===== src/hdl/pip_pkg.sv =====
// Shared types, constants and helpers of the point-in-polygon block.
package pip_pkg;

  localparam int CW     = 32;       // coordinate width, signed Q16.16
  localparam int W1     = CW + 1;   // exact difference of two coordinates
  localparam int PW     = 2 * CW;   // unsigned cross product
  localparam int SW     = PW + 1;   // sign-corrected cross product
  localparam int CLO_W  = 16;       // closeness register width
  localparam int IDX_W  = 2;        // configuration index width
  localparam int QDEPTH = 4;        // command queue depth
  localparam int QAW    = 2;        // command queue address width

  localparam logic [IDX_W-1:0] REG_QUERY_X   = IDX_W'(0);
  localparam logic [IDX_W-1:0] REG_QUERY_Y   = IDX_W'(1);
  localparam logic [IDX_W-1:0] REG_CLOSENESS = IDX_W'(2);

  localparam logic [CLO_W-1:0] CLO_RESET = CLO_W'(66);

  typedef logic signed [CW-1:0] coord_t;
  typedef logic signed [W1-1:0] wide_t;

  typedef enum logic [1:0] {
    OP_EDGE,   // test one edge, fold into parity
    OP_CLOSE,  // test closing edge, then report parity
    OP_DEGEN   // report a polygon with fewer than three vertices
  } op_e;

  typedef struct packed {
    op_e    op;
    coord_t sx;
    coord_t sy;
    coord_t ex;
    coord_t ey;
  } cmd_t;

  typedef struct packed {
    coord_t             qx;
    coord_t             qy;
    logic [CLO_W-1:0]   clo;
  } cfg_t;

  function automatic wide_t ext(coord_t v);
    return {v[CW-1], v};
  endfunction

  // |d| < c, written as two compares
  function automatic logic near(wide_t d, logic [CLO_W-1:0] c);
    wide_t cs;
    cs = wide_t'({{(W1-CLO_W){1'b0}}, c});
    return (d < cs) && (d > -cs);
  endfunction

endpackage


===== src/hdl/pip_ifs.sv =====
// Handshake channel interfaces: vertex input, result output, register writes.
interface pip_vertex_if;
  logic            valid;
  logic            ready;
  pip_pkg::coord_t vertex_x;
  pip_pkg::coord_t vertex_y;
  logic            last_vertex;

  modport source (output valid, output vertex_x, output vertex_y, output last_vertex,
                  input ready);
  modport sink   (input valid, input vertex_x, input vertex_y, input last_vertex,
                  output ready);
endinterface



===== src/hdl/pip_front.sv =====
// Front end: accepts vertices, tracks first/previous vertex and issues edge commands.
module pip_front (
  input  logic          clk_i,
  input  logic          rst_ni,
  pip_vertex_if.sink    vtx_i,
  output logic          cmd_valid_o,
  input  logic          cmd_ready_i,
  output pip_pkg::cmd_t cmd_o
);

  logic            pend_q, pend_d;
  logic [1:0]      seen_q, seen_d;
  pip_pkg::coord_t first_x_q, first_y_q, prev_x_q, prev_y_q;
  logic            accept;
  logic            gen_now;
  pip_pkg::cmd_t   cmd_now;
  pip_pkg::cmd_t   cmd_close;

  assign vtx_i.ready = !pend_q && cmd_ready_i;
  assign accept      = vtx_i.valid && vtx_i.ready;

  always_comb begin
    cmd_now.op = pip_pkg::OP_EDGE;
    cmd_now.sx = prev_x_q;
    cmd_now.sy = prev_y_q;
    cmd_now.ex = vtx_i.vertex_x;
    cmd_now.ey = vtx_i.vertex_y;
    gen_now    = 1'b1;
    if (seen_q == 2'd0) begin
      gen_now    = vtx_i.last_vertex;
      cmd_now.op = pip_pkg::OP_DEGEN;
    end else if (vtx_i.last_vertex && seen_q == 2'd1) begin
      cmd_now.op = pip_pkg::OP_DEGEN;
    end
  end

  // closing edge runs from the first vertex to the last one, now held as previous
  always_comb begin
    cmd_close.op = pip_pkg::OP_CLOSE;
    cmd_close.sx = first_x_q;
    cmd_close.sy = first_y_q;
    cmd_close.ex = prev_x_q;
    cmd_close.ey = prev_y_q;
  end

  assign cmd_valid_o = pend_q || (vtx_i.valid && gen_now && cmd_ready_i);
  assign cmd_o       = pend_q ? cmd_close : cmd_now;

  always_comb begin
    pend_d = pend_q;
    seen_d = seen_q;
    if (pend_q && cmd_ready_i) begin
      pend_d = 1'b0;
    end
    if (accept) begin
      pend_d = vtx_i.last_vertex && seen_q[1];
      if (vtx_i.last_vertex) begin
        seen_d = 2'd0;
      end else if (seen_q != 2'd3) begin
        seen_d = seen_q + 2'd1;
      end
    end
  end

  always_ff @(posedge clk_i or negedge rst_ni) begin
    if (!rst_ni) begin
      pend_q <= 1'b0;
      seen_q <= 2'd0;
    end else begin
      pend_q <= pend_d;
      seen_q <= seen_d;
    end
  end

  always_ff @(posedge clk_i) begin
    if (accept) begin
      if (seen_q == 2'd0) begin
        first_x_q <= vtx_i.vertex_x;
        first_y_q <= vtx_i.vertex_y;
      end
      prev_x_q <= vtx_i.vertex_x;
      prev_y_q <= vtx_i.vertex_y;
    end
  end

endmodule


===== src/flat_wrapper.sv =====
// flat-port wrapper written by rule: the top's interface ports become plain ports
module pip_front_flat 
  (clk_i, rst_ni, cmd_valid_o, cmd_ready_i, cmd_o, vtx_i_valid, vtx_i_vertex_x, vtx_i_vertex_y, vtx_i_last_vertex, vtx_i_ready);
  pip_vertex_if vtx_i_i ();
  input  logic clk_i;
  input  logic rst_ni;
  output logic cmd_valid_o;
  input  logic cmd_ready_i;
  output pip_pkg::cmd_t cmd_o;
  input wire logic [$bits(vtx_i_i.valid)-1:0] vtx_i_valid;
  input wire logic [$bits(vtx_i_i.vertex_x)-1:0] vtx_i_vertex_x;
  input wire logic [$bits(vtx_i_i.vertex_y)-1:0] vtx_i_vertex_y;
  input wire logic [$bits(vtx_i_i.last_vertex)-1:0] vtx_i_last_vertex;
  output wire logic [$bits(vtx_i_i.ready)-1:0] vtx_i_ready;
  assign vtx_i_i.valid = vtx_i_valid;
  assign vtx_i_i.vertex_x = vtx_i_vertex_x;
  assign vtx_i_i.vertex_y = vtx_i_vertex_y;
  assign vtx_i_i.last_vertex = vtx_i_last_vertex;
  assign vtx_i_ready = vtx_i_i.ready;
  pip_front u_core (.clk_i(clk_i), .rst_ni(rst_ni), .vtx_i(vtx_i_i), .cmd_valid_o(cmd_valid_o), .cmd_ready_i(cmd_ready_i), .cmd_o(cmd_o));
endmodule

===== config.mk =====
export PLATFORM = sky130hd
export DESIGN_NAME = pip_front_flat
export DESIGN_NICKNAME = d
export VERILOG_FILES = /design/src/hdl/pip_pkg.sv /design/src/hdl/pip_ifs.sv /design/src/hdl/pip_front.sv /design/src/flat_wrapper.sv
export SDC_FILE = /design/constraint.sdc
export NUM_CORES = 1
export LEC_CHECK = 0
export ABC_CLOCK_PERIOD_IN_PS = 9200
export BUFFER_PORTS_ARGS = -buffer_cell sky130_fd_sc_hd__buf_4
export CAP_MARGIN = 20
export CORE_MARGIN = 2
export CORE_UTILIZATION = 50
export DETAILED_ROUTE_END_ITERATION = 8
export PLACE_DENSITY_LB_ADDON = 0.25
export SETUP_SLACK_MARGIN = 0.5
export SYNTH_ARGS = -nofsm -noshare
export SYNTH_HDL_FRONTEND = slang
export SYNTH_SLANG_ARGS = --single-unit

===== constraint.sdc =====
create_clock -name clk_i -period 9.2 [get_ports clk_i]
set_input_delay 0.92 -clock clk_i [delete_from_list [all_inputs] [get_ports clk_i]]
set_output_delay 0.92 -clock clk_i [all_outputs]
set_load 0.02 [all_outputs]

* Word-level counts from Yosys, hierarchy flattened
Cells that the tools add are included.
** Cells by class
- Add/subtract/negate cells :: 1
- Equal/unequal tests :: 2
- Multiplexer cells :: 8
- Reductions and logical operators :: 14
** Operators with widths (number)
- 130-bit two-way mux :: 1
- 2-bit two-way mux :: 4
- 1-bit logical AND :: 7
- 2-bit AND reduction :: 2
- 2-bit nonzero test :: 2
- 1-bit two-way mux :: 3
- 2-bit by 1-bit adder with 2-bit output (second input constant) :: 1
- 2-bit by 1-bit == test with 1-bit output (second input constant) :: 1
- 2-bit zero test :: 1
- 2-bit inequality test (second input constant) :: 1
- 1-bit zero test :: 1
- 1-bit logical OR :: 1
** Storage, ports and cells
- Register bits :: 131
- Input port bits :: 69
- Logic and storage cells :: 31

* Depth between registers and ports, before layout
Gate-level depths: netlist of run 1.
- Word-level depth :: 5
- Gate-level depth with buffers :: 4

* Worst setup path after synthesis of run 1
No wires, ideal clock.
- Path kind :: input-to-reg
- Start point :: input port cmd_ready_i
- End point :: register u_core.first_x_q[0] (enable)
- Setup time :: 0.429 ns
- Arrival :: 3.955 ns
- Slack :: 4.816 ns
- Stages on the path :: 3
- Cell sequence :: nand3b_4 -> inv_1 -> and2_1
** On the way
- Word-level cells in the longest chain between the ends :: 3
** RTL lines
- start: declaration :: RTL line flat_wrapper.sv:8 : input logic cmd_ready_i;
- 1-bit logical AND :: RTL line pip_front.sv:19 : assign vtx_i.ready = !pend_q && cmd_ready_i;
- 1-bit logical AND :: RTL line pip_front.sv:20 : assign accept = vtx_i.valid && vtx_i.ready;
- net u_core.accept :: RTL line pip_front.sv:14 : logic accept;
- 2-bit AND reduction (no line)
- end signal: assignment :: RTL line pip_front.sv:78 : first_x_q <= vtx_i.vertex_x;
- end: declaration :: RTL line pip_front.sv:13 : pip_pkg::coord_t first_x_q, first_y_q, prev_x_q, prev_y_q;
The timed path passes the listed nets, and every way through them passes these cells.
A chain may end at the register's enable or synchronous reset.

==> summary by stage, run 1 <==
Outcome
The run finished with clean final reports.

Route
For this block, the initial DRC count from the detailed router was 142. The first-pass iteration count of the detailed router is 4. The detailed router placed 3367 vias in this run. The post-detailed-routing wire length is 11.5 mm. The detail-routed net length per standard cell is 17.6 um. The detailed-route DRC error count is 0.

Dividing the detail-routed via count by the number of cells gives 5.12. The count of nets left with antenna violations after detail routing is 0.

Worst setup path
The worst-case reg-to-reg path depth is 4. Setup slack on the worst reg-to-reg path comes out at 6460 ps. The endpoint arrival time on the critical path is 2780 ps. The worst setup path is launched from a register. In this run the worst path has a maximum fanout of 78.

The destination of the worst register-to-register timing path is u_core.first_x_q[19]. The critical path in this run is classified as register to output port. For the worst setup path, the data required time is 8280 ps. In this run the critical register-to-register path is launched from u_core.pend_q. The kind of end point of the critical path is an output port.

STA
The number of hold violations in the final report is 0. Setup repair after global routing left no endpoint under its margin. After layout, the worst path uses 40.2% of the clock period. For the finished layout, the period the worst path requires is 3700 ps. The final count of pins violating max slew came to 0. Setup violations remaining at the end of the flow were counted as 0. The transition time of the tightest slew-check pin is 964 ps. Between clock sinks in the finished design, the worst skew comes to 4.11 ps. In this run the tightest slew margin relative to its limit is 35.7%. The accumulated negative setup slack is 0 ps.

The fmax is 270 MHz.

Global route
For this run the aggregate overflow at the end of global routing stands at 0. Global routing used 18.8% of the available tracks. Entering global routing, the biggest net connects 79 pins. The first global-routing pass estimated 17.0 mm of wire. The number of global-route vias before repair is 3378.

The number of antenna violations at the first check in global routing is 0.

Floorplanning
Measured along the y axis, the die boundary spans 110 um. The floorplan has 38 rows. The effective utilization at floorplan is 51.5%. The width of the die is 110 um. The core box area is 10900 um^2.

The area of the die is 12100 um^2. The number of primary I/O pins is 201.

CTS
The clock net in this run drives a total of 131 sinks. The H-tree was split into 4 levels. The post-CTS setup repair buffer count is 0. The clock-pin transition on the worst setup and hold timing paths is 50 ps. TritonCTS created 17 clock buffers.

The CTS tree is yes. The number of hold buffers added after CTS is 0. Counting along the longest clock path gives a buffer depth of 2. Post-CTS repair changed the size of 0 cells. CTS placed an instance of clkbuf_16 at the clock tree root. The clock reaches the later pin of the worst-skew pair after 400 ps.

Synthesis
The post-synthesis register bit count is 131. The number of nets in the synthesized netlist is 370. The number of different library cells in the post-synthesis netlist is 20. The share of the synthesized area in the top cell type is 68.2%. Of all flip-flops after synthesis, the portion carrying an async set or reset was 2.29%. Ranked by total cell area, the synthesized netlist is headed by edfxtp_1 68%, mux2_2 26%, dfrtp_1 1.3%.

After synthesis the cells add up to 5630 um^2. Among all flip-flop cells after synthesis, the most frequent one is edfxtp_1. A synthesized cell averages 18.9 um^2. Summed over all instances, the cell type with the most area after synthesis is edfxtp_1. Counting flops with a built-in enable in the synthesized netlist gives 128. After technology mapping, the gate count stands at 298.

The count of synthesis-stage warnings from yosys is 0. The sequential share of the synthesized area is 69.6%.

Placement
Once detailed placement completed, the half-perimeter wirelength came to 7.68 mm. The total placed instance area is 7230 um^2. Routability-driven placement finished with a final weighted congestion of 0.775. Once placement completed, the tool counted placed cells totaling 625.

The count of input and output buffers is 200.

Finish
The layout has 729 filler cells. The fraction of final layout cells sized beyond drive strength 1 is 70.4%. The design area is 7820 um^2. The number of standard cells in the layout, taps in and fillers out is 657.

The final net count is 576. The diode insertion count for antenna repair is 0. From synthesis to final layout, the design area changed by 38.8%.

Min path
The classification of the worst-slack hold path is input pin to asynchronous set/reset pin.

Power and ir drop
The relative contribution of combinational cells to total power is 18.1%. The switching fraction of total power is 24.8%. The leakage power is 3.03 nW. Total power for the finished layout comes to 1.70 mW. In this run, the clock network consumes 38.7% of the power. In this run the power density over the cells is 217 nW/um^2. The internal portion of the total power is 1.28 mW. Across the VDD grid, the largest voltage drop is 0.140 mV. Summed over all nets, the switching power comes to 421 uW. The share of total power in sequential cells is 43.3%.

Run
The max-capacitance violation count is 0.
cell usage in the layout, fill, tap and decap left out:
| master | instances |
|---|---|
| clkbuf_16 | 17 |
| dfrtp_1 | 2 |
| inv_1 | 2 |
| ha_1 | 3 |
| or4_1 | 1 |
| clkinv_2 | 3 |
| clkinv_4 | 4 |
| buf_4 | 203 |
| mux2_2 | 128 |
| mux2i_1 | 1 |
| nand4_1 | 1 |
| bufinv_16 | 3 |
| or4b_1 | 1 |
| dfrtp_4 | 1 |
| nand2_1 | 3 |
| and2_2 | 1 |
| inv_2 | 1 |
| nand3b_4 | 1 |
| nor2b_1 | 3 |
| a21oi_1 | 1 |
| clkinv_1 | 3 |
| o21ai_0 | 2 |
| o21bai_1 | 1 |
| edfxtp_1 | 128 |
| nor2_1 | 1 |
| clkinvlp_4 | 2 |
power by group through the flow:
stage                     logic, mW  registers, mW  clock network (mW)
after detailed placement      0.309          0.747                   0
after global routing          0.328          0.741               0.697
after CTS                     0.311          0.736               0.671
final                         0.307          0.735               0.658
after floorplan               0.190          0.733                   0
after global placement        0.306          0.745                   0
synth_stat cells (all sizes together) (2+ instances only):
| cell type | count |
|---|---|
| dfrtp | 3 |
| buf | 16 |
| nand2 | 3 |
| mux2 | 128 |
| edfxtp | 128 |
| inv | 3 |
| o21ai | 2 |
| nor2b | 3 |
| ha | 3 |
area by class of cell:
class / count / area (um^2) / share of cell area [%]
clock buffer: 17 / 425 / 5.44
tap: 140 / 175 / 2.24
multi-input combinational: 148 / 1600 / 20.4
inverter: 3 / 11.3 / 0.144
timing repair buffer: 203 / 1520 / 19.5
clock inverter: 15 / 166 / 2.13
sequential: 131 / 3920 / 50.2
how the worst max path moves through the flow:
stage	to	depth (start not counted)	startpoint	slack [ps]
floorplan	u_core.first_x_q[0]	3	cmd_ready_i	4820
global placement	cmd_o[86]	3	u_core.pend_q	5930
detailed placement	cmd_o[86]	3	u_core.pend_q	5900
CTS	cmd_o[86]	3	u_core.pend_q	5450
global route	cmd_o[86]	3	u_core.pend_q	5330
finish	cmd_o[86]	3	u_core.pend_q	5500
logic make-up after synthesis:
kind of cell    count (synthesis)  synth area share [%]
flops                         131                  69.6
mux                           129                  25.8
buf+inv                        19                  2.13
simple gates                   12                  1.49
compound gates                  4                 0.400
fa+ha+maj                       3                 0.666
metrics by stage:
stage          utilization [%]  hold WS (ps)  worst slack, ps
4_1_cts                   71.5           282             5450
3_5_place_dp              66.1           569             5900
5_1_grt                   71.5           276             5330
6_report                  71.5           299             5500
3_3_place_gp              66.1           556             5930
2_1_floorplan                -           522             4820
sequential cells by signal, indices dropped and copies added, names as in the netlist:
register	count
u_core.seen_q	2
u_core.prev_y_q	32
u_core.prev_x_q	32
u_core.first_y_q	32
u_core.first_x_q	32
u_core.pend_q	1
worst max-delay path, cell delays in order (launching register included):
cell and delay [ps]:
dfrtp_4 1050, buf_4 710, mux2_2 430, buf_4 160
metal layers:
metal	wire length [um]	vias to the layer above	GRT usage [%]
li1	-	1589	-
met1	4620	1636	22.5
met2	5750	131	31.0
met3	1040	11	7.58
met4	146	0	6.43
met5	0	-	0
Note: power is estimated with default switching activity, not from simulation.
==> inputs of run 2 (changes only) <==
ABC_AREA = 1   (was default)
ABC_CLOCK_PERIOD_IN_PS = 3700   (was 9200)
clock period = 3.7 ns   (was 9.2 ns; I/O delays follow)
==> run 2 against run 1 <==
Setup slack lost 4600 ps. Combinational power rose to 2.8 times the previous value. Worst hold slack lost 140 ps. Power increased to 2.5 times the previous value. Count of clock-buffer cells in the layout is the same. Sequential share of layout area down 0.22 points. First-iteration DRC count grew to 2.8 times the previous value. Cell count grew 40%. Wire length up 11%. Clock skew up 1.2 ps. Synthesized area is 2.0% higher. Register-to-register slack got worse by 5200 ps. Largest cell class unchanged.
==> summary by stage, run 2 <==
Worst setup path
The most prevalent standard cell on the critical path is buf_4 (unchanged). The worst-case reg-to-reg path depth is 4 (unchanged). The register-to-register path setup slack is 1270 ps (was 6460 ps). The kind of end point of the critical path is an output port (unchanged). The startpoint of the worst register-to-register path is u_core.pend_q (unchanged). The delay of the slowest cell on the worst path is 750 ps (was 1050 ps). The worst-path maximum fanout was 93 (was 78). The destination of the worst register-to-register timing path is u_core.first_y_q[31] (was u_core.first_x_q[19]). The required arrival time at the worst endpoint is 3330 ps (was 8280 ps). The cell type of the slowest stage on the worst timing path is buf_4 (was dfrtp_4). The endpoint arrival time on the critical path is 2430 ps (was 2780 ps). The classification of the worst setup path is register to output port (unchanged). The nature of the critical path startpoint is a register (unchanged). Worst path cell trace: buf_4 -> nand2_1 -> o21ai_0 -> buf_4 (was buf_4 -> mux2_2 -> buf_4).

Floorplanning
The width of the die was 111 um (was 110 um). The row count was 39 (was 38). The effective utilization at floorplan is 50.7% (was 51.5%). The area of the die is 12400 um^2 (was 12100 um^2).

The number of primary I/O pins was 201 (unchanged). The die height was 111 um (was 110 um). The core box area was 11300 um^2 (was 10900 um^2).

CTS
The TritonCTS buffer count was 17 (unchanged). The CTS tree is yes (unchanged). The post-CTS resize count is 0 (unchanged). The clock-pin transition on the worst setup and hold timing paths came to 60 ps (was 50 ps). The number of sinks driven by the clock tree is 131 (unchanged). The clock insertion delay at the later pin of the skew report is 400 ps (about the same).

The number of H-tree levels is 4 (unchanged). The worst-case clock buffer depth is 2 (unchanged). The clock root buffer is clkbuf_16 (unchanged).

Route
The number of violations reported at the end of detailed-routing iteration 0 was 401 (was 142). The met1 wire length is 5.37 mm (was 4.62 mm). The detail-routed net length per standard cell is 14.0 um (was 17.6 um). The detailed-route DRC error count is 0 (unchanged). The number of vias per cell after detailed routing is 4.80 (was 5.12). The length of routed met2 wiring is 6.34 mm (was 5.75 mm).

The first-pass iteration count of the detailed router is 5 (was 4). The routed via count was 4415 (was 3367). The post-detailed-routing wire length is 12.9 mm (was 11.5 mm). The count of nets left with antenna violations after detail routing is 0 (unchanged). The total met3 wirelength after detailed routing is 916 um (was 1.04 mm).

The topmost layer with routed signal wires is met4 (unchanged).

STA
The post-route clock skew is 5.35 ps (was 4.11 ps). The final count of pins violating max slew came to 0 (unchanged). The number of hold violations in the final report is 0 (unchanged). The number of failing setup endpoints in the final timing report is 0 (unchanged). For the finished layout, the period the worst path requires is 2800 ps. The smallest setup slack after layout was 896 ps (was 5500 ps). The fmax is 357 MHz.

The accumulated negative setup slack is 0 ps (unchanged). The worst slew margin relative to its limit is 33.3% (was 35.7%). Setup repair after global routing missed its margin: false (unchanged).

The transition time of the tightest slew-check pin was 998 ps (was 964 ps). The share of the cycle needed by the critical path after routing is 75.8%.

Synthesis
The top flip-flop cell by instance count after synthesis was edfxtp_1 (unchanged). The post-synthesis register bit count is 131 (unchanged). The gate count of the mapped netlist is 570 (was 298).

The average footprint of a synthesized cell is 10.1 um^2 (was 18.9 um^2). The count of synthesis-stage warnings from yosys is 0 (unchanged). Top cells by count, synth: 369 x nand2_1, 128 x edfxtp_1, 14 x buf_2, 13 x o21ai_0 (was 128 x edfxtp_1, 128 x mux2_2, 9 x buf_4, 6 x buf_2). The largest area contributor in the netlist was edfxtp_1 (unchanged). Area contributors post-synth: edfxtp_1 67%, nand2_1 24%, buf_6 2.4% (was edfxtp_1 68%, mux2_2 26%, dfrtp_1 1.3%). The post-synth design cell area is 5740 um^2 (was 5630 um^2). The sequential share of the synthesized area was 68.2% (was 69.6%). By instance count, the leading cell after synthesis is nand2_1. The net count of the mapped netlist was 642 (was 370).

The share of synthesized registers carrying an async set or reset is 2.29% (unchanged). The number of different library cells in the post-synthesis netlist is 15 (was 20). The share of the synthesized area in the top cell type is 66.9% (was 68.2%).

The number of enable flip-flop cells after synthesis came to 128 (unchanged).

Power and ir drop
The switching fraction of total power is 27.1% (was 24.8%). The final total power was 4.30 mW (was 1.70 mW). The share of total power in sequential cells is 42.1% (was 43.3%). The power per unit of standard cell area is 547 nW/um^2 (was 217 nW/um^2). The switching power total is 1.17 mW (was 421 uW). The power share of the clock group is 38.2% (was 38.7%). The relative contribution of combinational cells to total power came to 19.7% (was 18.1%).

The worst-case vdd ir drop is 0.429 mV (was 0.140 mV). The leakage power is 3.65 nW (was 3.03 nW). The internal power consumption is 3.13 mW (was 1.28 mW).

Global route
The number of global-route vias before repair is 4210 (was 3378). The total global-route track usage came to 20.6% (was 18.8%). The total global routing overflow is 0 (unchanged). The global-route wire length before repair is 20.3 mm (was 17.0 mm).

The pin count of the biggest net entering global routing is 94 (was 79). The number of antenna violations at the first check in global routing came to 0 (unchanged).

Placement
The worst-case setup slack after placement came to 1210 ps (was 5900 ps). The estimated wirelength of the detail-placed design came to 8.30 mm (was 7.68 mm). The routability congestion estimate from global placement came to 0.803 (was 0.775). The total placed instance area was 7260 um^2 (was 7230 um^2).

The count of input and output buffers is 200 (unchanged).

Finish
The final net count is 837 (was 576). The leading cell type in the layout, fill and taps excluded is nand2_1 (was buf_4). The diode insertion count for antenna repair is 0 (unchanged).

The final core utilization was 69.4% (was 71.5%). The area growth from synthesis to final layout is 36.8% (was 38.8%). The fraction of final layout cells sized beyond drive strength 1 is 30.8% (was 70.4%). Commonest cells after routing, fill and taps aside: 369 x nand2_1, 204 x buf_4, 128 x edfxtp_1 (was 203 x buf_4, 128 x mux2_2, 128 x edfxtp_1). The design area is 7860 um^2 (was 7820 um^2).

Outcome
Result of the run: completed (unchanged).

Min path
The origin of the worst min-delay path is vtx_i_vertex_x[27]. The endpoint with the worst hold slack is u_core.prev_x_q[27]. The classification of the worst-slack hold path is input pin to register (was input pin to asynchronous set/reset pin). The count of cells along the worst hold path is 1.

Run
The max-capacitance violation count is 0 (unchanged).
[run 2: timing repair]
item | 4_1_cts | 5_1_grt
hold buffers | 1 | 0
setup buffers | 0 | 0
hold endpoints to repair | 3 | 0
[run 2: worst max path at each step]
| stage | to | start | slack (ps) |
|---|---|---|---|
| floorplan | u_core.first_x_q[0] | u_core.pend_q | 800 |
| global placement | u_core.first_y_q[24] | u_core.pend_q | 1260 |
| detailed placement | u_core.first_y_q[25] | u_core.pend_q | 1210 |
| CTS | cmd_o[125] | u_core.pend_q | 850 |
| global route | cmd_o[125] | u_core.pend_q | 650 |
| finish | cmd_o[125] | u_core.pend_q | 900 |
[run 2: power groups by stage]
stage	sequential, mW	combinational (mW)	clock, mW
CTS	1.81	0.859	1.67
floorplan	1.82	0.493	0
finish	1.81	0.849	1.64
global placement	1.83	0.838	0
detailed placement	1.84	0.854	0
global route	1.82	0.917	1.73
[run 2: area by class of cell]
type | instances | area, um^2
fill | 864 | 3460
clock buffer | 17 | 425
sequential | 131 | 3920
multi-input combinational | 396 | 1550
timing repair buffer | 206 | 1560
clock inverter | 14 | 165
inverter | 13 | 51.3
tap | 143 | 179
[run 2: cells by family after synthesis]
kind of cell               count (synthesis)  synth area share (%)
adders and majority gates                  3                 0.654
and+or+nand+nor                          378                  24.8
DFF                                      131                  68.2
buffers and inverters                     43                  4.99
AOI/OAI and AO/OA                         15                  1.33
[run 2: critical path, delay by kind of cell, from the launching register on]
family	cells	cell delay (ps)
flip-flops	1	710
AO/OA/AOI/OAI	1	160
buffers and inverters	2	960
AND/OR/NAND/NOR	1	130
[run 2: stage by stage]
stage / hold slack [ps] / cells
3_5_place_dp: 166 / 888
3_3_place_gp: 167 / 888
5_1_grt: 143 / 920
2_1_floorplan: 74.4 / 570
6_report: 157 / 920
4_1_cts: 144 / 920
[run 2: metal layers]
layer,up-vias,global-route usage [%]
met1,2003,26.2
met2,167,33.0
met3,21,6.51
met5,-,0
li1,2224,-
met4,0,7.98
