File: config.mk
export PLATFORM = sky130hd
export DESIGN_NAME = pip_fifo
export DESIGN_NICKNAME = d
export VERILOG_FILES = /design/src/hdl/pip_pkg.sv /design/src/hdl/pip_fifo.sv
export SDC_FILE = /design/constraint.sdc
export NUM_CORES = 1
export LEC_CHECK = 0
export ABC_AREA = 1
export BUFFER_PORTS_ARGS = -buffer_cell sky130_fd_sc_hd__buf_4
export CELL_PAD_IN_SITES_DETAIL_PLACEMENT = 2
export CELL_PAD_IN_SITES_GLOBAL_PLACEMENT = 2
export CORE_MARGIN = 1
export CORE_UTILIZATION = 43
export DETAILED_ROUTE_END_ITERATION = 8
export MAX_ROUTING_LAYER = met4
export PLACE_DENSITY_LB_ADDON = 0.1
export SLEW_MARGIN = 20
export SYNTH_ARGS = -nofsm -noshare
export SYNTH_HDL_FRONTEND = slang
export SYNTH_SLANG_ARGS = --single-unit
File: constraint.sdc
create_clock -name clk_i -period 11.8 [get_ports clk_i]
set_input_delay 0.59 -clock clk_i [delete_from_list [all_inputs] [get_ports clk_i]]
set_output_delay 0.59 -clock clk_i [all_outputs]
set_load 0.02 [all_outputs]
File: src/hdl/pip_pkg.sv
// Shared types, constants and helpers of the point-in-polygon block.
package pip_pkg;

  localparam int CW     = 32;       // coordinate width, signed Q16.16
  localparam int W1     = CW + 1;   // exact difference of two coordinates
  localparam int PW     = 2 * CW;   // unsigned cross product
  localparam int SW     = PW + 1;   // sign-corrected cross product
  localparam int CLO_W  = 16;       // closeness register width
  localparam int IDX_W  = 2;        // configuration index width
  localparam int QDEPTH = 4;        // command queue depth
  localparam int QAW    = 2;        // command queue address width

  localparam logic [IDX_W-1:0] REG_QUERY_X   = IDX_W'(0);
  localparam logic [IDX_W-1:0] REG_QUERY_Y   = IDX_W'(1);
  localparam logic [IDX_W-1:0] REG_CLOSENESS = IDX_W'(2);

  localparam logic [CLO_W-1:0] CLO_RESET = CLO_W'(66);

  typedef logic signed [CW-1:0] coord_t;
  typedef logic signed [W1-1:0] wide_t;

  typedef enum logic [1:0] {
    OP_EDGE,   // test one edge, fold into parity
    OP_CLOSE,  // test closing edge, then report parity
    OP_DEGEN   // report a polygon with fewer than three vertices
  } op_e;

  typedef struct packed {
    op_e    op;
    coord_t sx;
    coord_t sy;
    coord_t ex;
    coord_t ey;
  } cmd_t;

  typedef struct packed {
    coord_t             qx;
    coord_t             qy;
    logic [CLO_W-1:0]   clo;
  } cfg_t;

  function automatic wide_t ext(coord_t v);
    return {v[CW-1], v};
  endfunction

  // |d| < c, written as two compares
  function automatic logic near(wide_t d, logic [CLO_W-1:0] c);
    wide_t cs;
    cs = wide_t'({{(W1-CLO_W){1'b0}}, c});
    return (d < cs) && (d > -cs);
  endfunction

endpackage

File: src/hdl/pip_fifo.sv
// Short command queue between front end and edge tester.
module pip_fifo (
  input  logic          clk_i,
  input  logic          rst_ni,
  input  logic          push_valid_i,
  output logic          push_ready_o,
  input  pip_pkg::cmd_t push_data_i,
  output logic          pop_valid_o,
  input  logic          pop_ready_i,
  output pip_pkg::cmd_t pop_data_o
);

  pip_pkg::cmd_t                mem_q [pip_pkg::QDEPTH];
  logic [pip_pkg::QAW-1:0]      wr_q, rd_q;
  logic [pip_pkg::QAW:0]        cnt_q;
  logic                         push, pop;

  assign push_ready_o = cnt_q != (pip_pkg::QAW+1)'(pip_pkg::QDEPTH);
  assign pop_valid_o  = cnt_q != '0;
  assign pop_data_o   = mem_q[rd_q];
  assign push         = push_valid_i && push_ready_o;
  assign pop          = pop_valid_o && pop_ready_i;

  always_ff @(posedge clk_i or negedge rst_ni) begin
    if (!rst_ni) begin
      wr_q  <= '0;
      rd_q  <= '0;
      cnt_q <= '0;
    end else begin
      if (push) begin
        wr_q <= wr_q + 1'b1;
      end
      if (pop) begin
        rd_q <= rd_q + 1'b1;
      end
      if (push && !pop) begin
        cnt_q <= cnt_q + 1'b1;
      end else if (pop && !push) begin
        cnt_q <= cnt_q - 1'b1;
      end
    end
  end

  always_ff @(posedge clk_i) begin
    if (push) begin
      mem_q[wr_q] <= push_data_i;
    end
  end

endmodule

== After elaboration in Yosys (flattened, before gate mapping) ==
Memory sizes are Yosys's and may differ from the RTL's.
Cells that the tools add are included.
W data, S select, Z words.

* Add/sub/neg operators: 4
* Equality and inequality tests: 1
* Mux-type cells: 4
* Reduce and logical (&&, ||, !) cells: 8

{| class="wikitable"
|+ Operators with widths
! cell !! count
|-
| $mux W3 || 2
|-
| $add A2 B1 Y2 const B || 2
|-
| $logic_and A1 B1 Y1 || 4
|-
| $add A3 B1 Y3 const B || 1
|-
| $ne A3 B3 Y1 const B || 1
|-
| $reduce_bool A3 Y1 || 1
|-
| $sub A3 B1 Y3 const B || 1
|-
| $logic_not A1 Y1 || 2
|-
| $mux W1 || 2
|-
| $reduce_bool A2 Y1 || 1
|}

* Register bits: 7
* RAM bits: 520
* Bits of input ports: 134
* Output and inout port bits: 132
* Word-level logic and storage cells: 21
* Memories kept: 1

{| class="wikitable"
|+ Memory list
! memory !! words !! width !! rd ports !! clocked after memory_dff !! write ports !! RTL line !! text
|-
| mem_q || 4 || 130 || 1 || 0 || 1 || pip_fifo.sv:13 || <nowiki>pip_pkg::cmd_t mem_q [pip_pkg::QDEPTH];</nowiki>
|}

== Longest topological paths before layout ==
Gate-level depths: netlist (run 1).

* Word-level depth: 6
* Gate-level depth with buffers: 12
* Depth with buffers taken out: 12

== Least setup slack after synthesis (run 1) ==
Ideal clock, no wire load.

* Path type: reg-to-reg
* Start point: reg cnt_q[0] in the netlist's numbering
* End point: mem mem_q[0][0] in the netlist's numbering (enable)
* Setup time: 0.621 ns
* Arrival time: 6.333 ns
* Required time: 11.179 ns
* Setup slack: 4.846 ns
* Stages on the path, launching flop included: 5
* Path buffers: 0
* Period minus slack after synthesis: 6.954 ns
* Path through: dfrtp_1 inv_1 nand3_1 nand2_1 nor2_1

* Longest elaborated chain between the ends: 4

{| class="wikitable"
|+ Ends and longest elaborated chain
! what !! RTL line !! text
|-
| from (decl) || pip_fifo.sv:15 || <nowiki>logic [pip_pkg::QAW:0] cnt_q;</nowiki>
|-
| from (signal assigned) || pip_fifo.sv:37 || <nowiki>cnt_q <= cnt_q + 1'b1;</nowiki>
|-
| from (signal assigned) || pip_fifo.sv:39 || <nowiki>cnt_q <= cnt_q - 1'b1;</nowiki>
|-
| $ne A3 B3 Y1 || pip_fifo.sv:18 || <nowiki>assign push_ready_o = cnt_q != (pip_pkg::QAW+1)'(pip_pkg::QDEPTH);</nowiki>
|-
| net push_ready_o || pip_fifo.sv:6 || <nowiki>output logic push_ready_o,</nowiki>
|-
| $logic_and A1 B1 Y1 || pip_fifo.sv:21 || <nowiki>assign push = push_valid_i && push_ready_o;</nowiki>
|-
| $mux W1 || pip_fifo.sv:45 || <nowiki>if (push) begin</nowiki>
|-
| $mux W1 (not written as such) || pip_fifo.sv:46 || <nowiki>mem_q[wr_q] <= push_data_i;</nowiki>
|-
| to (decl) || pip_fifo.sv:13 ||
|}

The timed path passes the listed nets, and every way through them passes these cells.

==> summary.txt, run 1 <==
Cells and area
  – Fin area: 25200 um^2
  – NumNets Final: 1969
  – Final standard cell count with taps included and fillers excluded: 2542
  – Count of filler cells inserted in the layout: 4726
  – Area added between synthesis and finish: 18.7%
  – Fraction of final layout cells with drive strength greater than 1: 0.191

Clock network
  – Number of buffers added by the clock tree synthesis step: 55
  – Setup Buffers After CTS: 0
  – CTS tree: built
  – Level count of the clock H-tree: 2
  – Clock-pin slew on the worst setup and hold paths: 0.06 ns
  – Clock Root Buffer: sky130_fd_sc_hd__clkbuf_16
  – Bufs on Longest Clock Path: 3
  – Latest clock arrival within the worst-skew pair: 0.59 ns
  – Total clock sinks: 527

Detailed routing
  – Total routed wirelength: 53.9 mm
  – Drt pass-1 iters: 4
  – Post-DR wirelength/cell: 21.2 um
  – Detailed-route vias per instance: 5.06
  – Drt initial violations: 583
  – DRC violations left: 0
  – Routed vias: 12900
  – Remaining number of nets flagged by the antenna check after routing: 0

Logic synthesis
  – Count of flip-flops with a built-in enable after synthesis: 520
  – Post-Syn Nets: 1716
  – Sequential share of the synthesized area: 0.744
  – Primary flip-flop cell chosen by synthesis mapping: sky130_fd_sc_hd__edfxtp_1
  – Yosys cell types: 17
  – Number of register bits inferred by synthesis: 527
  – Warnings from Yosys: 0
  – Synth Area per Inst: 13.5 um^2
  – Gate Count Post-Synth: 1576
  – Summed instance area of the synthesized netlist: 21200 um^2
  – Async set or reset register ratio after synthesis: 0.0133

Timing
  – Final hold violations: 0
  – Max-slew headroom: 0.267
  – Slew at the pin closest to its max-slew limit: 1.10 ns
  – Period utilisation layout: 0.338
  – Final Skew: 0.0140 ns
  – Maximum clock frequency: 0.251 GHz
  – Total negative slack for setup checks: 0 ns
  – WHS: 0.192 ns
  – Post-layout min period: 3.99 ns
  – RSZ-0062 raised after global routing: no
  – Count of pins over their slew limit: 0
  – Final setup violating endpoints: 0

Critical path
  – Delay of the slowest critical-path stage: 0.96 ns
  – Maximum net fanout on the critical path: 193
  – Chain of cells forming the critical path: inv_8 > buf_4 > nand2_1 > o211ai_1 > nand2_1 > buf_4
  – Startpoint-to-endpoint class of the critical path: reg -> out
  – Cell with the biggest individual delay on the critical path: sky130_fd_sc_hd__buf_4
  – Critical Path End Type: output pin
  – Arrival time worst endpoint: 3.40 ns
  – Startpoint kind of the worst setup timing path: flop
  – Req. time, crit path: 11.21 ns

Place
  – Placed Instances: 2433
  – Number of I/O port buffers: 265
  – Instance area after placement: 23400 um^2
  – Routability congestion estimate from global placement: 0.737
  – Half-perimeter wire length after placement: 32.5 mm

Power and ir drop
  – Maximum resistive drop on vdd: 187 uV
  – Overall Power: 6810 uW
  – Power density normalized to cell area: 270 nW/um^2
  – Leak: 0.0100 uW

Die
  – Std cell rows: 81
  – Initial Utilization: 0.434
  – Width of the chip: 224 um
  – Vertical extent of the die: 224 um
  – Core region area: 48800 um^2
  – Full die area: 50200 um^2
  – Number of I/O pins: 266

Worst hold path
  – Class of the tightest hold or removal check: in -> reg

Global route
  – Total global routing track utilization: 0.224
  – Via count of the first global-routing pass: 14500
  – First-pass GRT wire length: 82.0 mm
  – Overall overflow remaining after global route: 0
  – Largest net degree at the start of global routing: 194
  – Number of antenna violations at the first check in global routing: 6

Job
  – Count of max-cap constraint violations: 0

Run status
  – Result of the run: finished, final reports clean
==> cell families (layout without fill, tap and decap cells) <==
family / Yosys count / after routing / synth area share
buffers and inverters: 362 / 657 / 0.0845
flip-flops: 527 / 527 / 0.744
adder cells (fa/ha/maj): 6 / 6 / 0.00389
XOR/XNOR: 1 / 1 / 0.000413
AO/OA/AOI/OAI: 261 / 261 / 0.0922
other: 0 / 7 / 0
AND/OR/NAND/NOR: 419 / 419 / 0.0747
==> what timing repair did <==
| action | CTS | global route |
|---|---|---|
| hold buffers | 1 | 0 |
| resized for setup | 0 | 0 |
| endpoints found under the hold margin | 7 | 0 |
==> cell usage after synthesis, types with 2 or more instances <==
master,number,area share
sky130_fd_sc_hd__inv_1,274,0.048
sky130_fd_sc_hd__o211ai_1,260,0.092
sky130_fd_sc_hd__ha_1,5,0.0029
sky130_fd_sc_hd__nand3_1,7,0.0017
sky130_fd_sc_hd__nand2_1,407,0.072
sky130_fd_sc_hd__dfrtp_1,7,0.0083
sky130_fd_sc_hd__edfxtp_1,520,0.74
sky130_fd_sc_hd__inv_2,2,0.00035
sky130_fd_sc_hd__buf_4,3,0.0011
sky130_fd_sc_hd__clkbuf_1,5,0.00088
sky130_fd_sc_hd__buf_2,26,0.0061
sky130_fd_sc_hd__buf_6,52,0.028
sky130_fd_sc_hd__nor2_1,4,0.00071
==> cell usage in the layout, fill, tap and decap left out <==
cell	count
sky130_fd_sc_hd__buf_16	2
sky130_fd_sc_hd__buf_4	279
sky130_fd_sc_hd__bufinv_16	3
sky130_fd_sc_hd__clkbuf_1	13
sky130_fd_sc_hd__clkbuf_16	57
sky130_fd_sc_hd__clkinv_1	17
sky130_fd_sc_hd__clkinv_2	9
sky130_fd_sc_hd__dfrtp_1	6
sky130_fd_sc_hd__dfrtp_4	1
sky130_fd_sc_hd__diode_2	7
sky130_fd_sc_hd__dlygate4sd3_1	1
sky130_fd_sc_hd__edfxtp_1	520
sky130_fd_sc_hd__fa_1	1
sky130_fd_sc_hd__ha_1	5
sky130_fd_sc_hd__inv_1	274
sky130_fd_sc_hd__inv_4	1
sky130_fd_sc_hd__inv_8	1
sky130_fd_sc_hd__nand2_1	407
sky130_fd_sc_hd__nand3_1	7
sky130_fd_sc_hd__nand4_1	1
sky130_fd_sc_hd__nor2_4	4
sky130_fd_sc_hd__o211ai_1	260
sky130_fd_sc_hd__o21ai_0	1
sky130_fd_sc_hd__xnor2_1	1
==> worst max-delay path, delay by kind of cell, from the launching register on <==
family | cells | cell delay (ns)
DFF | 1 | 0.47
buffers and inverters | 3 | 1.82
and+or+nand+nor | 2 | 0.28
AOI/OAI and AO/OA | 1 | 0.16
==> final timing paths <==
path	startpoint	end	slack [ns]	depth (start not counted)
setup / recovery	rd_q[0]	pop_data_o[91]	7.81	6
setup reg to reg	cnt_q[0]	mem_q[0][56]	8.89	5
hold / removal	push_data_i[57]	mem_q[0][57]	0.19	1
max in group asynchronous	rst_ni	rd_q[1]	11.29	2
min in group asynchronous	rst_ni	rd_q[0]	0.35	2
hold reg to reg	cnt_q[2]	cnt_q[2]	0.50	2
==> flip-flops by register name, indices dropped and copies added, names as in the netlist <==
register / count
cnt_q: 3
mem_q: 520
rd_q: 2
wr_q: 2
==> final cells by class <==
cell class / instances / area (um^2) / area share
clock inverter: 29 / 199 / 0.00790
tap: 664 / 831 / 0.0330
antenna: 7 / 17.5 / 0.000696
multi-input combinational: 687 / 3660 / 0.145
sequential: 527 / 15800 / 0.627
inverter: 276 / 1050 / 0.0415
clock buffer: 70 / 1480 / 0.0586
timing repair buffer: 282 / 2160 / 0.0858
==> report_power, final <==
group / total (uW) / switching, uW / internal [uW] / leakage (uW)
sequential: 2570 / 98.0 / 2470 / 0.00485
clock: 1630 / 687 / 939 / 0.000822
combinational: 2620 / 1780 / 837 / 0.00436
total: 6810 / 2560 / 4240 / 0.0100
==> stage by stage <==
stage / utilization / worst slack (ns)
floorplan: - / 4.85
global placement: 0.480 / 8.45
detailed placement: 0.480 / 8.30
CTS: 0.514 / 7.59
global route: 0.515 / 7.50
finish: 0.516 / 7.81
==> layer usage <==
layer | wire [um] | track usage | share of wire | vias up
li1 | - | - | - | 6026
met1 | 21300 | 0.247 | 0.40 | 6556
met2 | 29000 | 0.405 | 0.54 | 213
met3 | 2410 | 0.0446 | 0.045 | 75
met4 | 1180 | 0.0714 | 0.022 | 0
met5 | 0 | - | 0 | -
Power figures use the tool's default switching activity.
==> inputs of run 2 (changes only) <==
--- a/config.mk
+++ b/config.mk
@@ -5,12 +5,12 @@
 export SDC_FILE = /design/constraint.sdc
 export NUM_CORES = 1
 export LEC_CHECK = 0
-export ABC_AREA = 1
+export ABC_AREA = 0
 export BUFFER_PORTS_ARGS = -buffer_cell sky130_fd_sc_hd__buf_4
 export CELL_PAD_IN_SITES_DETAIL_PLACEMENT = 2
 export CELL_PAD_IN_SITES_GLOBAL_PLACEMENT = 2
 export CORE_MARGIN = 1
-export CORE_UTILIZATION = 43
+export CORE_UTILIZATION = 45
 export DETAILED_ROUTE_END_ITERATION = 8
 export MAX_ROUTING_LAYER = met4
 export PLACE_DENSITY_LB_ADDON = 0.1
==> constraint.sdc (replaced) <==
create_clock -name clk_i -period 4.1 [get_ports clk_i]
set_input_delay 0.205 -clock clk_i [delete_from_list [all_inputs] [get_ports clk_i]]
set_output_delay 0.205 -clock clk_i [all_outputs]
set_load 0.02 [all_outputs]
==> run 2 against run 1 <==
  * Total power rose to 2.7 times the previous value
  * Routed wire length is 8.9% lower
  * Cell count down 32%
  * Highest routed layer unchanged
  * Via count down 28%
  * Global-route usage grew 1.6 points
  * Clock skew fell by 0.0018 ns
  * Synthesized cell count decreased by 55%
  * Critical path type unchanged
  * Critical endpoint is now pop_data_o[73]
  * Clock power grew to 2.9 times the previous value
==> summary.txt, run 2 <==
Critical path
  – Arrival time worst endpoint: 2.72 ns
  – Critical Path End Type: output pin
  – RR Startpoint: cnt_q[1]
  – Maximum net fanout on the critical path: 50
  – Chain of cells forming the critical path: buf_12 > mux4_2 > buf_4
  – Delay of the slowest critical-path stage: 0.85 ns
  – Start point of the critical path: rd_q[0]
  – Startpoint-to-endpoint class of the critical path: reg -> out
  – Req. time, crit path: 3.89 ns
  – Critical path buffers and inverters: 2
  – Crit-path leading delay family: flip-flops
  – Startpoint kind of the worst setup timing path: flop
  – Cell with the biggest individual delay on the critical path: sky130_fd_sc_hd__dfrtp_4

Cells and area
  – Area added between synthesis and finish: 29.7%
  – Fraction of final layout cells with drive strength greater than 1: 0.409
  – Most common cell after layout, fill and taps aside: sky130_fd_sc_hd__edfxtp_1
  – NumNets Final: 1295
  – Count of filler cells inserted in the layout: 3294
  – Largest registers in the final layout: mem_q (520), cnt_q (3)
  – Number of flip-flops in the largest register: 520
  – Largest register by flop count: mem_q
  – Most frequent cells in the layout: sky130_fd_sc_hd__edfxtp_1 (520), sky130_fd_sc_hd__buf_4 (273), sky130_fd_sc_hd__dlygate4sd3_1 (133)

Timing
  – Final hold violations: 0
  – RSZ-0062 raised after global routing: no
  – Total negative slack for setup checks: 0 ns
  – Max-slew headroom: 0.336
  – Final setup violating endpoints: 0
  – Period utilisation layout: 0.712
  – Final Skew: 0.0122 ns
  – Maximum clock frequency: 0.342 GHz
  – Count of pins over their slew limit: 0
  – Post-layout min period: 2.92 ns
  – Smallest setup slack after layout: 1.18 ns
  – Slew at the pin closest to its max-slew limit: 0.996 ns
  – WHS: 0.112 ns

Clock network
  – CTS tree: built
  – Setup Buffers After CTS: 0
  – Clock-pin slew on the worst setup and hold paths: 0.06 ns
  – Latest clock arrival within the worst-skew pair: 0.59 ns
  – Clock Root Buffer: sky130_fd_sc_hd__clkbuf_16
  – Total clock sinks: 527
  – Level count of the clock H-tree: 2
  – Count of instances resized after the clock tree is built: 0
  – Number of buffers added by the clock tree synthesis step: 55
  – Bufs on Longest Clock Path: 3

Logic synthesis
  – Yosys cell types: 20
  – Most frequent cell after synthesis: sky130_fd_sc_hd__edfxtp_1
  – Count of flip-flops with a built-in enable after synthesis: 520
  – Warnings from Yosys: 0
  – Async set or reset register ratio after synthesis: 0.0133
  – Sequential share of the synthesized area: 0.824
  – Summed instance area of the synthesized netlist: 19200 um^2
  – Synth Area per Inst: 26.8 um^2
  – Gate Count Post-Synth: 715
  – Cell type with the highest aggregate area in the netlist: sky130_fd_sc_hd__edfxtp_1
  – Primary flip-flop cell chosen by synthesis mapping: sky130_fd_sc_hd__edfxtp_1
  – Main area contributors after synthesis: sky130_fd_sc_hd__edfxtp_1 (81%), sky130_fd_sc_hd__mux4_2 (15%), sky130_fd_sc_hd__dfrtp_1 (0.91%), sky130_fd_sc_hd__buf_6 (0.59%), sky130_fd_sc_hd__buf_2 (0.39%)
  – Post-Syn Nets: 855
  – Most instantiated cells after synthesis: sky130_fd_sc_hd__edfxtp_1 (520), sky130_fd_sc_hd__mux4_2 (130), sky130_fd_sc_hd__buf_2 (15)
  – Number of register bits inferred by synthesis: 527
  – Portion of synthesized cell area occupied by the leading cell type: 0.815

Die
  – Number of I/O pins: 266
  – Width of the chip: 208 um
  – Initial Utilization: 0.457
  – Vertical extent of the die: 208 um
  – Full die area: 43400 um^2
  – Std cell rows: 75
  – Core region area: 41900 um^2

Power and ir drop
  – Maximum resistive drop on vdd: 458 uV
  – Power density normalized to cell area: 747 nW/um^2
  – Leak: 0.00854 uW

Place
  – Routability congestion estimate from global placement: 0.719
  – Number of I/O port buffers: 265
  – Placement Setup Slack: 1.65 ns
  – Half-perimeter wire length after placement: 28.8 mm

Detailed routing
  – Drt initial violations: 511
  – Post-DR wirelength/cell: 28.2 um
  – Routed vias: 9312
  – Detailed-route vias per instance: 5.35
  – Drt pass-1 iters: 4
  – Remaining number of nets flagged by the antenna check after routing: 0
  – Total routed wirelength: 49.1 mm
  – DRC violations left: 0

Worst hold path
  – Class of the tightest hold or removal check: in -> reg
  – Hold wc startpoint: push_valid_i

Run status
  – Result of the run: finished, final reports clean

Job
  – Count of max-cap constraint violations: 0

Global route
  – Via count of the first global-routing pass: 10700
  – Number of antenna violations at the first check in global routing: 5
  – First-pass GRT wire length: 72.8 mm
  – Total global routing track utilization: 0.240
  – Largest net degree at the start of global routing: 70
  – Overall overflow remaining after global route: 0
[run 2: cell count changes in the layout (fill, tap and decap cells not counted), moves of 7 or more]
cell / previous run / this run
sky130_fd_sc_hd__nand2_1: 407 / 2
sky130_fd_sc_hd__inv_1: 274 / 3
sky130_fd_sc_hd__o211ai_1: 260 / 0
sky130_fd_sc_hd__dlygate4sd3_1: 1 / 133
sky130_fd_sc_hd__mux4_2: 0 / 130
sky130_fd_sc_hd__buf_12: 0 / 7
[run 2: worst min-delay path: stages]
cell	delay, ns
sky130_fd_sc_hd__buf_4	0.12
sky130_fd_sc_hd__a21boi_2	0.20
sky130_fd_sc_hd__xnor2_1	0.14
[run 2: logic make-up after synthesis]
| kind of cell | count (synthesis) | synth area share |
|---|---|---|
| XOR/XNOR | 6 | 0.00274 |
| adder cells (fa/ha/maj) | 6 | 0.00431 |
| flip-flops | 527 | 0.824 |
| AND/OR/NAND/NOR | 10 | 0.00268 |
| multiplexers | 132 | 0.154 |
| AO/OA/AOI/OAI | 1 | 0.000588 |
| buffers and inverters | 33 | 0.0116 |
[run 2: worst paths after layout]
kind / slack [ns] / depth (start not counted) / end
worst max-delay path: 1.18 / 3 / pop_data_o[73]
max in group asynchronous: 3.20 / 3 / rd_q[0]
min in group asynchronous: 0.63 / 3 / cnt_q[2]
worst min-delay path: 0.11 / 3 / wr_q[0]
worst min register to register: 0.55 / 1 / cnt_q[2]
worst max register to register: 1.67 / 4 / mem_q[1][62]
[run 2: stage by stage]
stage | total power, uW | cell area, um^2 | utilization | std cells
final | 18600 | 24800 | 0.592 | 1740
after global routing | 19300 | 24800 | 0.592 | 1740
after CTS | 18800 | 24800 | 0.592 | 1736
after detailed placement | 13900 | 21800 | 0.520 | 1504
after global placement | 13700 | 21800 | 0.520 | 1504
after floorplan | 11300 | 19200 | - | 715
[run 2: cell type report]
cell class	count	area, um^2	area share
sequential	527	15800	0.636
timing repair buffer	413	3520	0.142
multi-input combinational	155	3160	0.127
clock buffer	72	1480	0.0597
tap	539	674	0.0271
clock inverter	27	193	0.00775
inverter	3	11.3	0.000453
antenna	4	10.0	0.000403
[run 2: report_power, final]
group          internal (uW)  switching [uW]  total (uW)
clock                   2710            2020        4730
combinational           2760            3520        6280
sequential              7130             425        7560
total                  12600            5970       18600
[run 2: metal layers]
metal	share of wire	global-route usage	vias to the layer above
met5	0	-	-
met4	0.023	0.0756	0
met3	0.045	0.0421	72
met2	0.53	0.411	274
met1	0.40	0.290	4982
li1	-	-	3984
[run 2: what timing repair did]
| item | in CTS | in global routing |
|---|---|---|
| endpoints found under the hold margin | 529 | 0 |
| hold buffers | 133 | 0 |
| endpoints found under the setup margin | 0 | 0 |
==> inputs of run 3 (changes only) <==
--- a/config.mk
+++ b/config.mk
@@ -5,12 +5,12 @@
 export SDC_FILE = /design/constraint.sdc
 export NUM_CORES = 1
 export LEC_CHECK = 0
-export ABC_AREA = 0
+export ABC_AREA = 1
 export BUFFER_PORTS_ARGS = -buffer_cell sky130_fd_sc_hd__buf_4
 export CELL_PAD_IN_SITES_DETAIL_PLACEMENT = 2
 export CELL_PAD_IN_SITES_GLOBAL_PLACEMENT = 2
 export CORE_MARGIN = 1
-export CORE_UTILIZATION = 45
+export CORE_UTILIZATION = 36
 export DETAILED_ROUTE_END_ITERATION = 8
 export MAX_ROUTING_LAYER = met4
 export PLACE_DENSITY_LB_ADDON = 0.1
==> constraint.sdc (replaced) <==
create_clock -name clk_i -period 2.4 [get_ports clk_i]
set_input_delay 0.12 -clock clk_i [delete_from_list [all_inputs] [get_ports clk_i]]
set_output_delay 0.12 -clock clk_i [all_outputs]
set_load 0.02 [all_outputs]
==> run 3 against run 2 <==
  * Register-to-register slack worse by 1.3 ns
  * Non-clock buffer count is 16 higher
  * Critical path type unchanged
  * Largest power group is now combinational cells
  * Global-route usage is 4.4 points lower
  * Flip-flop and latch count stayed put
  * Highest routed layer unchanged
==> summary.txt, run 3 (synthesis gave the netlist of run 1 again) <==
Timing
  – Max-slew headroom: 0.641
  – Count of pins over their slew limit: 0
  – Final hold violations: 0
  – RSZ-0062 raised after global routing: yes
  – Total negative slack for setup checks: 0 ns
  – Period utilisation layout: 0.967
  – Slew at the pin closest to its max-slew limit: 0.538 ns
  – Final Skew: 0.0218 ns
  – Maximum clock frequency: 0.431 GHz
  – Post-layout min period: 2.32 ns
  – Final setup violating endpoints: 0

Clock network
  – Total clock sinks: 527
  – CTS tree: built
  – Clock Root Buffer: sky130_fd_sc_hd__clkbuf_16
  – Clock-pin slew on the worst setup and hold paths: 0.06 ns
  – Level count of the clock H-tree: 2
  – Number of buffers added by the clock tree synthesis step: 59
  – Latest clock arrival within the worst-skew pair: 0.61 ns
  – Bufs on Longest Clock Path: 3
  – Setup Buffers After CTS: 0

Run status
  – Result of the run: finished, final reports clean

Global route
  – Largest net degree at the start of global routing: 81
  – Overall overflow remaining after global route: 0
  – Via count of the first global-routing pass: 15100
  – First-pass GRT wire length: 86.6 mm
  – Number of antenna violations at the first check in global routing: 7
  – Total global routing track utilization: 0.196

Cells and area
  – Area of combinational cells with multiple inputs: 3690 um^2
  – Largest registers in the final layout: mem_q (520), cnt_q (3)
  – Largest register by flop count: mem_q
  – Area added between synthesis and finish: 28.6%
  – Most common cell after layout, fill and taps aside: sky130_fd_sc_hd__edfxtp_1
  – Number of flip-flops in the largest register: 520
  – Most frequent cells in the layout: sky130_fd_sc_hd__edfxtp_1 (520), sky130_fd_sc_hd__nand2_1 (406), sky130_fd_sc_hd__inv_1 (273)
  – Final standard cell count with taps included and fillers excluded: 2804
  – Fin util: 0.471
  – Count of filler cells inserted in the layout: 5655
  – FF+latch area: 15800 um^2
  – NumNets Final: 2122
  – Fraction of final layout cells with drive strength greater than 1: 0.189
  – Fin area: 27300 um^2

Job
  – Count of max-cap constraint violations: 0

Critical path
  – Arrival time worst endpoint: 2.20 ns
  – Maximum net fanout on the critical path: 46
  – Req. time, crit path: 2.28 ns
  – Startpoint-to-endpoint class of the critical path: reg -> out
  – Critical Path End Type: output pin
  – Startpoint kind of the worst setup timing path: flop

Power and ir drop
  – Leak: 0.0109 uW
  – Maximum resistive drop on vdd: 754 uV
  – Power density normalized to cell area: 1290 nW/um^2

Die
  – Core region area: 57900 um^2
  – Full die area: 59900 um^2
  – Width of the chip: 245 um
  – Std cell rows: 88
  – Initial Utilization: 0.366
  – Number of I/O pins: 266
  – Vertical extent of the die: 245 um

Worst hold path
  – Class of the tightest hold or removal check: in -> reg

Detailed routing
  – Drt initial violations: 447
  – Post-DR wirelength/cell: 20.2 um
  – Routed vias: 13500
  – DRC violations left: 0
  – Detailed-route vias per instance: 4.83
  – Remaining number of nets flagged by the antenna check after routing: 0
  – Total routed wirelength: 56.6 mm
  – Drt pass-1 iters: 4

Place
  – Instance area after placement: 23900 um^2
  – Number of I/O port buffers: 265
  – Placed Instances: 2546
  – Routability congestion estimate from global placement: 0.726
  – Half-perimeter wire length after placement: 31.7 mm
==> run 3: cell types whose count changed in the layout (fill, tap and decap cells not counted), moves of 3 or more <==
cell / previous run / this run
sky130_fd_sc_hd__o211ai_1: 0 / 260
sky130_fd_sc_hd__xnor2_1: 4 / 1
sky130_fd_sc_hd__nor2_4: 0 / 4
sky130_fd_sc_hd__clkinv_1: 14 / 17
sky130_fd_sc_hd__buf_6: 0 / 3
sky130_fd_sc_hd__buf_12: 7 / 11
sky130_fd_sc_hd__buf_16: 0 / 6
sky130_fd_sc_hd__and2_4: 4 / 0
sky130_fd_sc_hd__nand3_1: 1 / 6
sky130_fd_sc_hd__inv_1: 3 / 273
sky130_fd_sc_hd__nand2_1: 2 / 406
sky130_fd_sc_hd__clkbuf_16: 57 / 62
sky130_fd_sc_hd__diode_2: 4 / 8
sky130_fd_sc_hd__mux4_2: 130 / 0
==> run 3: worst paths after layout <==
| kind | start | endpoint | slack (ns) | depth (start not counted) |
|---|---|---|---|---|
| max reg2reg | cnt_q[1] | cnt_q[2] | 0.39 | 10 |
| min in group asynchronous | rst_ni | rd_q[1] | 0.55 | 3 |
| max in group asynchronous | rst_ni | rd_q[1] | 1.54 | 3 |
| min reg2reg | wr_q[1] | wr_q[1] | 0.54 | 2 |
| max | rd_q[0] | pop_data_o[0] | 0.08 | 5 |
| min | push_data_i[95] | mem_q[0][95] | 0.25 | 2 |
==> run 3: per-stage QoR <==
step | total power [uW] | hold WS, ns | setup slack [ns]
after detailed placement | 26200 | -0.0527 | 0.454
after global routing | 37200 | 0.235 | -0.0159
after CTS | 35800 | 0.204 | 0.0178
after global placement | 25800 | -0.0539 | 0.559
final | 35300 | 0.246 | 0.0787
after floorplan | 21100 | -0.176 | -0.647
==> run 3: layout make-up <==
class	instances	share of cell area
Antenna cell	8	0.000734
Clock buffer	78	0.0583
Timing Repair inverter	2	0.000642
Multi-Input combinational cell	687	0.135
Sequential cell	527	0.579
Clock inverter	32	0.00990
Inverter	276	0.0387
Timing Repair Buffer	429	0.143
Tap cell	765	0.0351
==> run 3: routing by layer <==
metal	part of all wire	GRT usage
met5	0	-
met4	0.026	0.0631
met1	0.42	0.227
met2	0.52	0.345
met3	0.033	0.0303
==> run 3: where the power goes <==
part	switching [uW]	internal, uW	leakage (uW)
clock	3580	5160	0.000910
sequential	487	12100	0.00485
combinational	9120	4850	0.00511
total	13200	22100	0.0109
==> run 3: critical path, cell delays in order (launching register included) <==
cell	delay [ns]
sky130_fd_sc_hd__dfrtp_2	0.58
sky130_fd_sc_hd__inv_16	0.13
sky130_fd_sc_hd__bufbuf_16	0.35
sky130_fd_sc_hd__o211ai_1	0.19
sky130_fd_sc_hd__nand2_1	0.13
sky130_fd_sc_hd__buf_4	0.18
==> run 3: timing repair <==
item / in CTS / in global routing
resized for setup: 10 / 2
hold endpoints to repair: 531 / 0
hold buffers: 134 / 0
gates cloned: 5 / 1
pin swaps: 0 / 0
setup endpoints to repair: 49 / 7
